$ cat config.mk
export PLATFORM = sky130hd
export DESIGN_NAME = pssel_ctrl
export DESIGN_NICKNAME = d
export VERILOG_FILES = /design/src/pssel_pkg.sv /design/src/pssel_ctrl.sv
export SDC_FILE = /design/constraint.sdc
export NUM_CORES = 1
export LEC_CHECK = 0
export ABC_AREA = 1
export BUFFER_PORTS_ARGS = -buffer_cell sky130_fd_sc_hd__buf_2
export CORE_MARGIN = 1.5
export CORE_UTILIZATION = 57
export DETAILED_ROUTE_END_ITERATION = 8
export PLACE_DENSITY = 0.8
export SYNTH_ARGS = -nofsm -noshare
export SYNTH_HDL_FRONTEND = slang
export SYNTH_SLANG_ARGS = --single-unit
$ cat constraint.sdc
create_clock -name clk -period 3.6 [get_ports clk]
set_input_delay 0.18 -clock clk [delete_from_list [all_inputs] [get_ports clk]]
set_output_delay 0.18 -clock clk [all_outputs]
set_load 0.005 [all_outputs]
$ cat src/pssel_pkg.sv
// shared constants, codes and controller/datapath interface types
// for the polyline start point selector; no dependencies
package pssel_pkg;

	localparam int MAX_POINTS_DEF = 1024;
	localparam int COORD_BITS_DEF = 24;

	localparam int LAYER_W   = 16;
	localparam int DTHR_W    = 25;
	localparam int WTHR_W    = 35;
	localparam int IDX_OUT_W = 10;
	localparam int STATUS_W  = 2;
	localparam int MODE_W    = 2;
	localparam int CFG_IDX_W = 2;
	localparam int CFG_DAT_W = WTHR_W;

	localparam logic [MODE_W-1:0] MODE_NEAREST  = 2'd0;
	localparam logic [MODE_W-1:0] MODE_FARTHEST = 2'd1;
	localparam logic [MODE_W-1:0] MODE_WALK     = 2'd2;
	localparam logic [MODE_W-1:0] MODE_PLAIN    = 2'd3;

	localparam logic [CFG_IDX_W-1:0] CFG_SELECT_MODE = 2'd0;
	localparam logic [CFG_IDX_W-1:0] CFG_THR_ENABLE  = 2'd1;
	localparam logic [CFG_IDX_W-1:0] CFG_DIST_THR    = 2'd2;
	localparam logic [CFG_IDX_W-1:0] CFG_WALK_THR    = 2'd3;

	localparam logic [STATUS_W-1:0] ST_OK      = 2'd0;
	localparam logic [STATUS_W-1:0] ST_EMPTY   = 2'd1;
	localparam logic [STATUS_W-1:0] ST_DROPPED = 2'd2;

	localparam logic KIND_LOAD  = 1'b0;
	localparam logic KIND_QUERY = 1'b1;

	localparam logic [1:0] BOUND_T2   = 2'd0;
	localparam logic [1:0] BOUND_ZERO = 2'd1;
	localparam logic [1:0] BOUND_MAX  = 2'd2;

	typedef struct packed {
		logic       q_latch;
		logic       a_latch;
		logic       issue;
		logic       walk;
		logic       init_search;
		logic       search_near;
		logic [1:0] bound_sel;
		logic       mod_step;
		logic       sum_clr;
	} dp_cmd_t;

	typedef struct packed {
		logic pipe_busy;
		logic sqrt_busy;
		logic found;
		logic sum_reached;
		logic overflow;
	} dp_stat_t;

endpackage

$ cat src/pssel_ctrl.sv
// controller: handshakes, scan and walk sequencing, result register
// uses pssel_pkg; drives pssel_datapath through dp_cmd_t
module pssel_ctrl import pssel_pkg::*; #(
	parameter int MAX_POINTS = MAX_POINTS_DEF,
	localparam int IW = $clog2(MAX_POINTS),
	localparam int CW = $clog2(MAX_POINTS + 1)
) (
	input  logic                  clk,
	input  logic                  arst_n,
	input  logic                  in_valid,
	output logic                  in_ready,
	input  logic                  kind,
	output logic                  out_valid,
	input  logic                  out_ready,
	output logic [IDX_OUT_W-1:0]  start_index,
	output logic                  fell_back,
	output logic [STATUS_W-1:0]   status,
	output logic                  ld_en,
	output dp_cmd_t               cmd,
	output logic [CW-1:0]         addr,
	input  dp_stat_t              stat,
	input  logic [CW-1:0]         count,
	input  logic [IW-1:0]         best_idx,
	input  logic [CW-1:0]         lmod,
	input  logic [MODE_W-1:0]     mode,
	input  logic                  thr_en
);

	localparam logic [3:0] S_IDLE  = 4'd0;
	localparam logic [3:0] S_MOD   = 4'd1;
	localparam logic [3:0] S_WSET  = 4'd2;
	localparam logic [3:0] S_WRA   = 4'd3;
	localparam logic [3:0] S_WRB   = 4'd4;
	localparam logic [3:0] S_WWAIT = 4'd5;
	localparam logic [3:0] S_SCAN  = 4'd6;
	localparam logic [3:0] S_DRAIN = 4'd7;
	localparam logic [3:0] S_FIN   = 4'd8;

	localparam int MCW = $clog2(LAYER_W);

	logic [3:0]           state_q;
	logic [CW-1:0]        i_q, p_q, s_q;
	logic [CW-1:0]        c_n, s_n;
	logic [MCW-1:0]       mcnt_q;
	logic                 pass2_q;
	logic                 walk_q;
	logic [IW-1:0]        res_idx_q;
	logic                 res_fell_q;
	logic [STATUS_W-1:0]  res_stat_q;
	logic                 out_valid_q;
	logic [IDX_OUT_W-1:0] start_q;
	logic                 fell_q;
	logic [STATUS_W-1:0]  stat_q;
	logic                 in_xfer, fin_load;
	logic [IW+IDX_OUT_W-1:0] idx_wide;

	assign in_ready = (state_q == S_IDLE);
	assign in_xfer  = in_valid && in_ready;
	assign ld_en    = in_xfer && (kind == KIND_LOAD);
	assign fin_load = (state_q == S_FIN) && (!out_valid_q || out_ready);

	assign c_n = (p_q + CW'(1) == count) ? '0 : p_q + CW'(1);
	assign s_n = (count == CW'(1)) ? '0 :
		(lmod >= CW'(2)) ? lmod - CW'(2) : lmod + count - CW'(2);

	always_comb begin
		cmd = '0;
		addr = '0;
		cmd.walk = walk_q;
		case (state_q)
			S_IDLE: begin
				if (in_xfer && kind == KIND_QUERY) begin
					cmd.q_latch = 1'b1;
					cmd.sum_clr = 1'b1;
					cmd.init_search = 1'b1;
					if (mode == MODE_FARTHEST) begin
						cmd.search_near = 1'b0;
						cmd.bound_sel = thr_en ? BOUND_T2 : BOUND_ZERO;
					end else begin
						cmd.search_near = 1'b1;
						cmd.bound_sel = (mode == MODE_NEAREST && thr_en) ?
							BOUND_T2 : BOUND_MAX;
					end
				end
			end
			S_MOD:  cmd.mod_step = 1'b1;
			S_WRA:  addr = p_q;
			S_WRB: begin
				cmd.a_latch = 1'b1;
				cmd.issue = 1'b1;
				addr = c_n;
			end
			S_SCAN: begin
				cmd.issue = 1'b1;
				addr = i_q;
			end
			S_DRAIN: begin
				if (!stat.pipe_busy && !stat.found && !pass2_q) begin
					cmd.init_search = 1'b1;
					cmd.search_near = 1'b0;
					cmd.bound_sel = BOUND_ZERO;
				end
			end
			default: ;
		endcase
	end

	always_ff @(posedge clk or negedge arst_n) begin
		if (!arst_n) begin
			state_q    <= S_IDLE;
			i_q        <= '0;
			p_q        <= '0;
			s_q        <= '0;
			mcnt_q     <= '0;
			pass2_q    <= 1'b0;
			walk_q     <= 1'b0;
			res_idx_q  <= '0;
			res_fell_q <= 1'b0;
			res_stat_q <= ST_OK;
		end else begin
			case (state_q)
				S_IDLE: begin
					if (in_xfer && kind == KIND_QUERY) begin
						res_idx_q  <= '0;
						res_fell_q <= 1'b0;
						pass2_q    <= 1'b0;
						i_q        <= '0;
						mcnt_q     <= '0;
						res_stat_q <= stat.overflow ? ST_DROPPED : ST_OK;
						walk_q     <= 1'b0;
						if (count == '0) begin
							res_stat_q <= ST_EMPTY;
							state_q    <= S_FIN;
						end else if (mode == MODE_WALK) begin
							walk_q  <= 1'b1;
							state_q <= S_MOD;
						end else begin
							state_q <= S_SCAN;
						end
					end
				end
				S_MOD: begin
					mcnt_q <= mcnt_q + MCW'(1);
					if (mcnt_q == MCW'(LAYER_W - 1))
						state_q <= S_WSET;
				end
				S_WSET: begin
					s_q     <= s_n;
					p_q     <= s_n;
					state_q <= S_WRA;
				end
				S_WRA:  state_q <= S_WRB;
				S_WRB:  state_q <= S_WWAIT;
				S_WWAIT: begin
					if (!stat.pipe_busy && !stat.sqrt_busy) begin
						if (c_n == s_q || stat.sum_reached) begin
							res_idx_q <= c_n[IW-1:0];
							state_q   <= S_FIN;
						end else begin
							p_q     <= c_n;
							state_q <= S_WRA;
						end
					end
				end
				S_SCAN: begin
					i_q <= i_q + CW'(1);
					if (i_q + CW'(1) == count)
						state_q <= S_DRAIN;
				end
				S_DRAIN: begin
					if (!stat.pipe_busy) begin
						if (!stat.found && !pass2_q) begin
							pass2_q    <= 1'b1;
							res_fell_q <= 1'b1;
							i_q        <= '0;
							state_q    <= S_SCAN;
						end else begin
							res_idx_q <= stat.found ? best_idx : '0;
							state_q   <= S_FIN;
						end
					end
				end
				S_FIN: begin
					if (fin_load)
						state_q <= S_IDLE;
				end
				default: state_q <= S_IDLE;
			endcase
		end
	end

	// result register
	assign idx_wide = {{IDX_OUT_W{1'b0}}, res_idx_q};

	always_ff @(posedge clk or negedge arst_n) begin
		if (!arst_n) begin
			out_valid_q <= 1'b0;
		end else if (fin_load) begin
			out_valid_q <= 1'b1;
		end else if (out_ready) begin
			out_valid_q <= 1'b0;
		end
	end

	always_ff @(posedge clk) begin
		if (fin_load) begin
			start_q <= idx_wide[IDX_OUT_W-1:0];
			fell_q  <= res_fell_q;
			stat_q  <= res_stat_q;
		end
	end

	assign out_valid   = out_valid_q;
	assign start_index = start_q;
	assign fell_back   = fell_q;
	assign status      = stat_q;

	a_query_leaves_idle: assert property (@(posedge clk) disable iff (!arst_n)
		(in_xfer && kind == KIND_QUERY) |=> (state_q != S_IDLE))
		else $error("query transfer did not start work");

	a_scan_in_range: assert property (@(posedge clk) disable iff (!arst_n)
		(state_q == S_SCAN) |-> (i_q < count))
		else $error("scan address beyond stored points");

	a_walk_in_range: assert property (@(posedge clk) disable iff (!arst_n)
		(state_q == S_WRA || state_q == S_WRB) |-> (p_q < count && s_q < count))
		else $error("walk index beyond stored points");

	a_fin_sets_valid: assert property (@(posedge clk) disable iff (!arst_n)
		fin_load |=> out_valid_q)
		else $error("finished result not presented");

	a_empty_result: assert property (@(posedge clk) disable iff (!arst_n)
		(fin_load && res_stat_q == ST_EMPTY) |-> (res_idx_q == '0 && !res_fell_q))
		else $error("empty polyline result not zero");

endmodule

==> impl_metrics.json <==
{
  "gpl.final_weighted_congestion": 0.9508,
  "first_global_vias": 5294,
  "drt-pass1-iter-count": 6,
  "yosys-top-cells-area": "sky130_fd_sc_hd__dfrtp_1, sky130_fd_sc_hd__nand2_1, sky130_fd_sc_hd__inv_1",
  "cp.required_ns": 3.85,
  "outcome": "complete, no violations",
  "routed_wire_length_per_instance_microns": 15.93,
  "buffer_ports.inserted": 81,
  "cellPowerDensity_mw_per_mm2": 695.7,
  "floorplan.die.width_microns": 99.85,
  "seq_power_share": 0.329,
  "timing.final.ws_setup_ns": 0.5095,
  "critPathLaunch": "p_q[0]",
  "initial_utilization": 0.5841,
  "final_period_minus_worst_setup_slack_ns": 3.091,
  "die_height_microns": 99.85,
  "timing.critical_path.to_type": "flip-flop",
  "ys_top_cells_by_count": "sky130_fd_sc_hd__nand2_1, sky130_fd_sc_hd__inv_1, sky130_fd_sc_hd__nand3_1, sky130_fd_sc_hd__nor2_1, sky130_fd_sc_hd__dfrtp_1",
  "route.top_layer_used": "met4",
  "vias": 5543,
  "min_path_cells": 2,
  "clkSlewWorstSetupHoldPaths_ns": 0.09,
  "final_antenna_net_count": 0,
  "drt_iter0_drc": 485,
  "drive_above_1_share": 0.1414,
  "post_synth_num_cell_types": 39,
  "leakage_nw": 3.211,
  "synth_area_sq_mm": 0.005346,
  "ios": 82,
  "cts_resized": 0,
  "cp-start-kind": "flip-flop",
  "timing.critical_path.arrival_ns": 3.34,
  "clock_latency_ns": 0.36,
  "final_cycle_utilization_of_the_critical_path": 0.8585,
  "area_growth_syn_to_layout_pct": 12.64,
  "core_area_sq_mm": 0.009153,
  "drc": 0,
  "die_outline_area_sq_mm": 0.009970,
  "cts-root-buf": "sky130_fd_sc_hd__clkbuf_8",
  "clock_tree_from_tritoncts": "done",
  "cell_internal_pwr_mw": 2.147,
  "finClkSkew_ns": 0.009410,
  "synth.largest_area_cell": "sky130_fd_sc_hd__dfrtp_1",
  "hold-worst-slack_ns": 0.02841,
  "yosys.area.top_type_share": 0.2621,
  "cts_max_level": 3,
  "wl_met3_microns": 1109,
  "tightest_slew_ns": 1.120,
  "synth-seq-cells": 69,
  "max_ir_drop_vdd_mv": 0.3563,
  "drt-vias-per-instance": 5.691,
  "synthFlopType": "sky130_fd_sc_hd__dfrtp_1",
  "longest_clk_path_bufs": 2,
  "route.final.wire_length_microns": 15520,
  "synth_seq_area_share": 0.3351,
  "reg2reg_setup_slack_ns": 0.51,
  "met1_length_microns": 6694,
  "reg2reg_from": "p_q[0]",
  "yosys.cell_count.top_type": "sky130_fd_sc_hd__nand2_1",
  "syn_avg_cell_area_sq_um": 6.854,
  "worstRegToRegCells": 20,
  "synth_enable_flop_cells": 13,
  "grt_antenna_before_repair": 0,
  "combPwrFrac": 0.514,
  "fin_util": 0.6580,
  "cts.sink_count": 69,
  "worstHoldPathType": "in2reg",
  "switching_share": 0.4875,
  "power_frac_clock": 0.157,
  "synth_cells": 780,
  "setup_viol_count_final": 0,
  "placed_cells": 957,
  "ys_warn_count": 0,
  "maxSlewHeadroom": 0.2503,
  "overflow": 0,
  "cts_made_buffers": 9,
  "place_worst_setup_slack_ns": 0.6026,
  "finalNonFillerCells": 974,
  "setup_total_negative_slack_ns": 0,
  "crit_path_max_fanout": 17,
  "fp-row-count": 35,
  "number_of_max_cap_violations": 0,
  "fmaxAchievable_mhz": 323.6,
  "grt_start_max_net_pins": 30,
  "antennaDiodeCount": 0,
  "synthesis.nets": 849,
  "async_flop_share": 0.8116,
  "grt_first_pass_wirelength_microns": 25190,
  "rsz0062_at_grt": "false",
  "worst-setup-path-type": "reg2reg",
  "drv_slew": 0,
  "final_hpwl_from_detailed_placement_microns": 12320,
  "global_route.usage.total": 0.3215,
  "power.net_switching_mw": 2.042,
  "crit-reg2reg-capture": "res_idx_q[6]",
  "hold_viol_final": 0,
  "met2_length_microns": 7310,
  "critical_path.endpoint": "res_idx_q[6]",
  "finalNetCount": 927
}
## power groups by stage
stage	clock, mW	combinational [mW]	sequential, mW
2_1_floorplan	0	1.57	1.30
3_3_place_gp	0	2.03	1.37
3_5_place_dp	0	2.10	1.38
4_1_cts	0.661	2.12	1.37
5_1_grt	0.688	2.44	1.41
6_report	0.657	2.15	1.38
## state kept, by name, indices dropped and copies added, names as in the netlist
name / count
status: 2
fell_back: 1
out_valid: 1
res_idx_q: 10
res_stat_q: 2
mcnt_q: 4
state_q: 4
s_q: 11
p_q: 11
i_q: 11
res_fell_q: 1
walk_q: 1
start_index: 10
## metal layers
metal | track usage | vias to the layer above
li1 | - | 2686
met1 | 0.4319 | 2579
met2 | 0.5301 | 246
met3 | 0.04666 | 32
met4 | 0.1181 | 0
met5 | 0 | -
## worst min path at each step
stage / to / from
finish: out_valid / out_ready
global route: out_valid / out_ready
CTS: out_valid / out_ready
detailed placement: i_q[6] / arst_n
global placement: i_q[9] / arst_n
floorplan: i_q[0] / arst_n
## cell type report
class | instances | area [sq um]
Timing Repair Buffer | 86 | 445.4
Clock inverter | 7 | 72.57
Tap cell | 111 | 138.9
Inverter | 114 | 427.9
Clock buffer | 9 | 123.9
Fill cell | 860 | 3131
Sequential cell | 69 | 1792
Multi-Input combinational cell | 578 | 3022
## worst max-delay path: stages, from the launching register on
cell and delay [ns]:
sky130_fd_sc_hd__dfrtp_1 0.48, sky130_fd_sc_hd__ha_1 0.24, sky130_fd_sc_hd__nand3_1 0.17, sky130_fd_sc_hd__nor2_4 0.16, sky130_fd_sc_hd__nand3_1 0.11, sky130_fd_sc_hd__nand2_1 0.10
sky130_fd_sc_hd__nand2_1 0.05, sky130_fd_sc_hd__nand2_1 0.07, sky130_fd_sc_hd__nand3_2 0.13, sky130_fd_sc_hd__nor2_4 0.32, sky130_fd_sc_hd__nor2_1 0.13, sky130_fd_sc_hd__nand2_1 0.08
sky130_fd_sc_hd__nand2_1 0.06, sky130_fd_sc_hd__inv_1 0.06, sky130_fd_sc_hd__nand2_1 0.04, sky130_fd_sc_hd__nor2_1 0.11, sky130_fd_sc_hd__nand3_2 0.10, sky130_fd_sc_hd__nand3_2 0.21
sky130_fd_sc_hd__nand2_2 0.19, sky130_fd_sc_hd__nand2_1 0.10, sky130_fd_sc_hd__nand2_1 0.06
## logic make-up after synthesis
kind of cell               Yosys count  synth area share
adders and majority gates           24           0.05757
and+or+nand+nor                    422            0.3436
DFF                                 69            0.3351
AOI/OAI and AO/OA                  101            0.1133
xor gates and xnor gates            31           0.05078
buffers and inverters              133           0.09969
## repair_timing
action / CTS / global route
endpoints found under the hold margin: 27 / 0
hold buffers: 1 / 0
buffers inserted: 0 / 0
## metrics by stage
stage	power, mW	cell area (sq um)
after global routing	4.542	6022
after floorplan	2.869	5346
after CTS	4.145	6022
final	4.190	6022
after detailed placement	3.475	5816
after global placement	3.394	5816
## layout by cell type (no fill, tap or decap), types with 2 or more instances in the layout
master,count
sky130_fd_sc_hd__a21o_1,2
sky130_fd_sc_hd__a21oi_1,16
sky130_fd_sc_hd__a22o_1,2
sky130_fd_sc_hd__buf_2,81
sky130_fd_sc_hd__buf_4,4
sky130_fd_sc_hd__clkbuf_8,9
sky130_fd_sc_hd__clkinv_2,2
sky130_fd_sc_hd__clkinvlp_4,2
sky130_fd_sc_hd__dfrtp_1,56
sky130_fd_sc_hd__edfxtp_1,13
sky130_fd_sc_hd__ha_1,23
sky130_fd_sc_hd__inv_1,112
sky130_fd_sc_hd__inv_6,2
sky130_fd_sc_hd__nand2_1,241
sky130_fd_sc_hd__nand2_2,4
sky130_fd_sc_hd__nand2_4,2
sky130_fd_sc_hd__nand3_1,76
sky130_fd_sc_hd__nand3_2,4
sky130_fd_sc_hd__nand4_1,10
sky130_fd_sc_hd__nor2_1,58
sky130_fd_sc_hd__nor2_2,3
sky130_fd_sc_hd__nor2_4,4
sky130_fd_sc_hd__nor3_1,11
sky130_fd_sc_hd__nor4_1,5
sky130_fd_sc_hd__o211ai_1,4
sky130_fd_sc_hd__o21ai_0,48
sky130_fd_sc_hd__o21bai_1,8
sky130_fd_sc_hd__o221ai_1,11
sky130_fd_sc_hd__o22ai_1,7
sky130_fd_sc_hd__xnor2_1,5
sky130_fd_sc_hd__xor2_1,26
No activity file was read; power rests on OpenSTA's default activity.
